## src/hdl/hvd_pkg.sv

```systemverilog
package hvd_pkg;

    localparam int CORDIC_STEPS = 24;

    localparam int LAT_W  = 31;
    localparam int LON_W  = 32;
    localparam int DIST_W = 28;

    // Angles are carried in units of 1e-7/16 degree.
    localparam int ANG_W  = 38;
    localparam int XY_W   = 34;
    localparam int TRIG_W = 32;
    localparam int SQ_W   = 63;
    localparam int SQ_STEPS = 32;
    localparam int ZP_W   = 36;
    localparam int PROD_W = 62;

    localparam logic signed [ANG_W-1:0] ANG_TURN    = 38'sd57600000000;
    localparam logic signed [ANG_W-1:0] ANG_HALF    = 38'sd28800000000;
    localparam logic signed [ANG_W-1:0] ANG_QUARTER = 38'sd14400000000;

    localparam logic signed [XY_W-1:0] GAIN_Q30 = 34'sd652032874;
    localparam logic signed [TRIG_W:0] ONE_Q30  = 33'sd1073741824;

    localparam logic [25:0]       DM_MULT  = 26'd59697322;
    localparam logic [PROD_W-1:0] DM_ROUND = 62'd2147483648;
    localparam logic [29:0]       DIST_MAX = 30'd200200000;

    localparam logic signed [ANG_W-1:0] ATAN_TAB [0:31] = '{
        38'sd7200000000, 38'sd4250408188, 38'sd2245798955, 38'sd1140002616,
        38'sd572213500,  38'sd286385697,  38'sd143227794,  38'sd71618267,
        38'sd35809680,   38'sd17904908,   38'sd8952463,    38'sd4476232,
        38'sd2238116,    38'sd1119058,    38'sd559529,     38'sd279765,
        38'sd139882,     38'sd69941,      38'sd34971,      38'sd17485,
        38'sd8743,       38'sd4371,       38'sd2186,       38'sd1093,
        38'sd546,        38'sd273,        38'sd137,        38'sd68,
        38'sd34,         38'sd17,         38'sd9,          38'sd4
    };

endpackage

```

## src/hdl/hvd_sqrt.sv

```systemverilog
module hvd_sqrt (
    input  logic                        clk,
    input  logic                        rst_n,
    input  logic                        en,
    input  logic                        in_valid,
    input  logic                        in_tag,
    input  logic [hvd_pkg::SQ_W-1:0]    in_val,
    output logic                        out_valid,
    output logic                        out_tag,
    output logic [hvd_pkg::TRIG_W-1:0]  out_root
);
    import hvd_pkg::*;

    logic            v_reg   [0:SQ_STEPS];
    logic            tag_reg [0:SQ_STEPS];
    logic [SQ_W-1:0] rem_reg [0:SQ_STEPS];
    logic [SQ_W-1:0] res_reg [0:SQ_STEPS];

    always_ff @(posedge clk or negedge rst_n)
    begin
        if (!rst_n)
            v_reg[0] <= 1'b0;
        else if (en)
            v_reg[0] <= in_valid;
    end

    always_ff @(posedge clk)
    begin
        if (en)
        begin
            tag_reg[0] <= in_tag;
            rem_reg[0] <= in_val;
            res_reg[0] <= '0;
        end
    end

    // One result bit per stage, from the top pair of bits down.
    for (genvar k = 0; k < SQ_STEPS; k++)
    begin : g_stage
        localparam logic [SQ_W-1:0] BIT = SQ_W'(1) << (2 * (SQ_STEPS - 1 - k));
        logic [SQ_W-1:0] trial;
        logic [SQ_W-1:0] rem_next;
        logic [SQ_W-1:0] res_next;

        assign trial = res_reg[k] + BIT;

        always_comb
        begin
            if (rem_reg[k] >= trial)
            begin
                rem_next = rem_reg[k] - trial;
                res_next = (res_reg[k] >> 1) + BIT;
            end
            else
            begin
                rem_next = rem_reg[k];
                res_next = res_reg[k] >> 1;
            end
        end

        always_ff @(posedge clk or negedge rst_n)
        begin
            if (!rst_n)
                v_reg[k+1] <= 1'b0;
            else if (en)
                v_reg[k+1] <= v_reg[k];
        end

        always_ff @(posedge clk)
        begin
            if (en)
            begin
                rem_reg[k+1] <= rem_next;
                res_reg[k+1] <= res_next;
                tag_reg[k+1] <= tag_reg[k];
            end
        end
    end

    assign out_valid = v_reg[SQ_STEPS];
    assign out_tag   = tag_reg[SQ_STEPS];
    assign out_root  = res_reg[SQ_STEPS][TRIG_W-1:0];

endmodule

```

## config.mk

```make
export PLATFORM = sky130hd
export DESIGN_NAME = hvd_sqrt
export DESIGN_NICKNAME = d
export VERILOG_FILES = /design/src/hdl/hvd_pkg.sv /design/src/hdl/hvd_sqrt.sv
export SDC_FILE = /design/constraint.sdc
export NUM_CORES = 2
export LEC_CHECK = 0
export BUFFER_PORTS_ARGS = -buffer_cell sky130_fd_sc_hd__buf_2
export CAP_MARGIN = 0
export CORE_AREA = 2 2 528 530
export CTS_BUF_LIST = sky130_fd_sc_hd__clkbuf_2 sky130_fd_sc_hd__clkbuf_4 sky130_fd_sc_hd__clkbuf_8
export CTS_CLUSTER_DIAMETER = 60
export DETAILED_ROUTE_END_ITERATION = 8
export DIE_AREA = 0 0 530 532
export HOLD_SLACK_MARGIN = 0.1
export SLEW_MARGIN = 15
export SYNTH_ARGS = -nofsm -noshare
export SYNTH_HDL_FRONTEND = slang
export SYNTH_MEMORY_MAX_BITS = 65536
export SYNTH_SLANG_ARGS = --single-unit
```

## constraint.sdc

```tcl
create_clock -name clk -period 4 [get_ports clk]
set_input_delay 0.8 -clock clk [delete_from_list [all_inputs] [get_ports clk]]
set_output_delay 0.8 -clock clk [all_outputs]
set_load 0.03 [all_outputs]
```

# After elaboration in Yosys (flattened, before gate mapping)

Memory sizes are Yosys's and may differ from the RTL's.
Index checks and enable logic that the tools add are counted.

Memory bits (writable): 4,191
Output and inout port bits: 34
Register bits after elaboration: 33
Memories: 3

Muxes and demuxes: 66
Add/subtract/negate cells: 96
Order comparisons: 32

Memory list:

| name    | words | width | read ports | clocked after memory_dff | write ports | RTL line       | source |
|---|---|---|---|---|---|---|---|
| rem_reg | 33    | 63    | 32         | 0                        | 33          | hvd_sqrt.sv:16 | `logic [SQ_W-1:0] rem_reg [0:SQ_STEPS];` |
| res_reg | 33    | 63    | 33         | 0                        | 33          | hvd_sqrt.sv:17 | `logic [SQ_W-1:0] res_reg [0:SQ_STEPS];` |
| tag_reg | 33    | 1     | 33         | 0                        | 33          | hvd_sqrt.sv:15 | `logic tag_reg [0:SQ_STEPS];` |

Operator list:

| operator                                                         | number |
|---|---|
| 63-bit 2-to-1 mux                                                | 64 |
| 63-bit greater-or-equal comparator                               | 32 |
| 63-bit subtractor                                                | 32 |
| 62-bit by 1-bit adder with 63-bit output, second input constant  | 1 |
| 62-bit by 11-bit adder with 63-bit output, second input constant | 1 |
| 62-bit by 13-bit adder with 63-bit output, second input constant | 1 |
| 62-bit by 15-bit adder with 63-bit output, second input constant | 1 |
| 62-bit by 17-bit adder with 63-bit output, second input constant | 1 |
| 62-bit by 19-bit adder with 63-bit output, second input constant | 1 |
| 62-bit by 21-bit adder with 63-bit output, second input constant | 1 |
| 62-bit by 23-bit adder with 63-bit output, second input constant | 1 |
| 62-bit by 25-bit adder with 63-bit output, second input constant | 1 |
| 62-bit by 27-bit adder with 63-bit output, second input constant | 1 |
| 62-bit by 29-bit adder with 63-bit output, second input constant | 1 |
| 62-bit by 3-bit adder with 63-bit output, second input constant  | 1 |
| 62-bit by 31-bit adder with 63-bit output, second input constant | 1 |
| 62-bit by 33-bit adder with 63-bit output, second input constant | 1 |
| 62-bit by 35-bit adder with 63-bit output, second input constant | 1 |
| 62-bit by 37-bit adder with 63-bit output, second input constant | 1 |
| 62-bit by 39-bit adder with 63-bit output, second input constant | 1 |
| 62-bit by 41-bit adder with 63-bit output, second input constant | 1 |
| 62-bit by 43-bit adder with 63-bit output, second input constant | 1 |
| 62-bit by 45-bit adder with 63-bit output, second input constant | 1 |
| 62-bit by 47-bit adder with 63-bit output, second input constant | 1 |
| other kinds (44)                                                 | 45 |

# Longest topological paths before layout

Depth in word-level cells: 3
Gate-level depth with buffers: 14

# Worst setup path after synthesis

OpenSTA, ideal clock, no wires.

Path type: register to register
Start: mem rem_reg[26][32], in the netlist rem_reg[0][1670]
End: mem rem_reg[27][54], in the netlist rem_reg[0][1755], data pin
Arrival time: 3,074 ps
Clock period less this slack: 3,337 ps
Data required time: 3,738 ps
Library setup time: 262 ps
Path slack: 663 ps
Cell stages (with the launch flop): 13
Path buffers: 2
Path through: edfxtp_1 > ha_1 > clkbuf_1 > nand4_1 > or4_1 > nor4_1 > nor4_1 > nor4bb_1 > buf_2 > nand2b_4 > or4_4 > nor3b_2 > xor2_1

RTL lines:

| element     | RTL line |
|---|---|
| from (decl) | hvd_sqrt.sv:16 |

==> results.toml <==
[yosys]
synth_top_cell_by_area = "edfxtp_1"
ys_top_cells_by_area = "edfxtp_1, ha_1, xnor2_1, xor2_1, a21oi_1"
synthesis.area_um2 = 124000
synth_edf_count = 2577
synth_seq_cells = 2610
avgSynthCellArea_um2 = 12.7
synth-seq-area-share = 0.632
ys_types = 104
synth.most_common_cell = "edfxtp_1"
ys.flop_type = "edfxtp_1"
async_flop_share = 0.0126
synth.top_cell.area_share = 0.625
synthCells = 9744
syn_nets = 10400
synth_commonest_cells = "edfxtp_1, inv_1, nor2_1, a21oi_1, nand2_1"
synth.yosys.warnings = 0

[power_and_ir_drop]
clkPwrFrac = 0.303
p_int_mw = 55.5
combPwrFrac = 0.225
seq_power_share = 0.473
switching_share = 0.306
p_leak_nw = 52.4
powerDensity_nw_per_um2 = 573
p_switching_mw = 24.5
ir_drop_mv = 0.354

[finish]
fillCellCount = 23900
largest_reg_flops = 2016
seqCellArea_um2 = 78200
layout.nets = 11000
layout-drive-gt1-share = 0.116
multi_input_area_um2 = 42200
area_growth_pct = 12.9
fin_area_um2 = 140000

[setup_path]
worstSetupEndpointType = "flip-flop"
critPathArrivalTime_ns = 4.66
crit_type = "flip-flop to flip-flop"
cp-start-kind = "flip-flop"
worstPathMaxFanout = 6
cp.required_ns = 4.76

[outcome]
status = "completed"

[global_routing]
grt_pass1_wl_um = 463000
overflow = 0
antenna_found_initial = 10
track_usage = 0.211
grt_max_degree = 164
busiest_layer = "met2"
gr-usage-met3 = 0.0341
use_met1 = 0.294
first_global_vias = 78000
met2_usage = 0.345

[placement]
place_area_um2 = 130000
place_hpwl_um = 226000
io_buffers = 101
routabilityCongestion = 0.910

[cts]
cts_root_buf = "clkbuf_8"
cts_tree = "done"
cts-buffers-inserted = 432
clk_pin_slew_ns = 0.06
htreeDepth = 5
cts.sinks = 2610
worst_skew_pair.late_latency_ns = 1.10
post_cts_buffers = 0
cts.path.max_buffers = 4

[floorplan]
die-width_um = 530
die_y_um = 532
die-area_um2 = 282000
core_region_area_um2 = 276000
rows = 193
ios = 102
initial_core_util = 0.449

[sta]
slew_violations = 0
tns_ns = 0
hold_violations = 0
final-setup-viol-count = 0
grt_setup_unrepaired = "false"
fin_worst_skew_ns = 0.116
finalCritPeriodShare = 0.976
worstMarginPinSlew_ns = 1.00
period_needed_ns = 3.90
slew_headroom = 0.325
timing.fmax_ghz = 0.256

[min_path]
hold_class = "input pin to asynchronous set/reset pin"

[detailed_routing]
routedWlPerCell_um = 21.1
num_vias = 79800
drc = 0
firstDrtPassIters = 6
ant_nets = 0
post_drt_via_cell_ratio = 5.54
drt-initial-drc-count = 7119
drt_wl_total_um = 304000

[flow_run]
maxCapViolCount = 0
[routing by layer]
layer  up-vias  wire length (µm)
met5         -                 0
met1     39100            136000
met3       432             17300
li1      38000                 -
met2      2267            144000
met4         0              6240
[power groups by stage]
stage,clock network [mW],registers (mW),logic [mW]
after floorplan,0,36.8,12.7
after global placement,0,38.4,17.5
after detailed placement,0,38.4,17.6
after CTS,25.0,37.9,17.8
after global routing,26.2,38.2,19.9
final,24.2,37.8,18.0
[cells by family (layout without fill, tap and decap cells)]
| group | Yosys count | after routing | share of synthesized area |
|---|---|---|---|
| mux | 121 | 121 | 0.0109 |
| xor+xnor | 854 | 854 | 0.0604 |
| buf+inv | 927 | 1887 | 0.0287 |
| simple gates | 2829 | 2829 | 0.119 |
| fa+ha+maj | 556 | 556 | 0.0562 |
| other cells | 1 | 6 | 0.0000303 |
| compound gates | 1846 | 1846 | 0.0927 |
| flops | 2610 | 2610 | 0.632 |
[layout make-up]
class | count | area share
sequential | 2610 | 0.560
multi-input combinational | 6207 | 0.302
antenna | 5 | 0.0000895
timing repair buffer | 390 | 0.0227
clock buffer | 541 | 0.0485
inverter | 709 | 0.0191
tap | 3705 | 0.0332
clock inverter | 247 | 0.0150
[what timing repair did]
item,in CTS,in global routing
resized for setup,0,11
endpoints found under the setup margin,0,34
hold buffers,67,0
hold endpoints to repair,99,0
[stage by stage]
step	power, mW	hold WS [ns]	cells	setup slack (ns)	utilization
final	80.0	0.381	14400	0.0979	0.507
after global routing	84.3	0.315	14400	0.000218	0.507
after CTS	80.7	0.275	14400	0.0447	0.507
after detailed placement	56.0	0.405	13600	0.0644	0.472
after global placement	55.8	0.400	13600	0.0935	0.472
after floorplan	49.6	0.400	9744	0.663	-
[worst paths after layout]
check,startpoint,endpoint,slack [ns],depth (start not counted)
setup / recovery,res_reg[0][1833],rem_reg[0][1930],0.1,12
hold / removal,rst_n,out_valid,0.38,2
setup reg to reg,res_reg[0][1833],rem_reg[0][1930],0.1,12
hold reg to reg,res_reg[0][1551],res_reg[0][1613],0.39,0
max in group asynchronous,rst_n,v_reg[7],3.15,2
min in group clk,res_reg[0][1551],res_reg[0][1613],0.39,0
[worst max-delay path, cell delays in order, from the launching register on]
cell       delay, ns
edfxtp_1        0.35
inv_1           0.05
ha_1            0.34
nor2b_1         0.16
o31a_1          0.28
a2111oi_1       0.62
buf_4           0.22
o31ai_1         0.15
a32oi_1         0.50
o21ai_0         0.26
nand2b_1        0.33
nand4_1         0.15
xnor2_1         0.16
[placed cells by master (no fill, tap or decap), drive strengths merged, types with 31 or more instances in the layout]
cell type	count
bufinv	31
o21ai	449
or3	81
o21bai	47
clkinv	190
or2	37
o31ai	41
a21oi	631
xor2	375
a31oi	44
nor2	639
and3	45
and2	39
or4	77
ha	556
nor3	243
nor4	340
dfrtp	33
a211oi	67
edfxtp	2577
nand2b	95
clkbuf	541
dlygate4sd3	67
a21o	204
inv	727
o211ai	39
xnor2	479
o21a	72
nand4	172
nor4b	54
nand2	610
buf	323
nor2b	68
mux2	111
nand3	185
(Power assumes the default switching activity.)
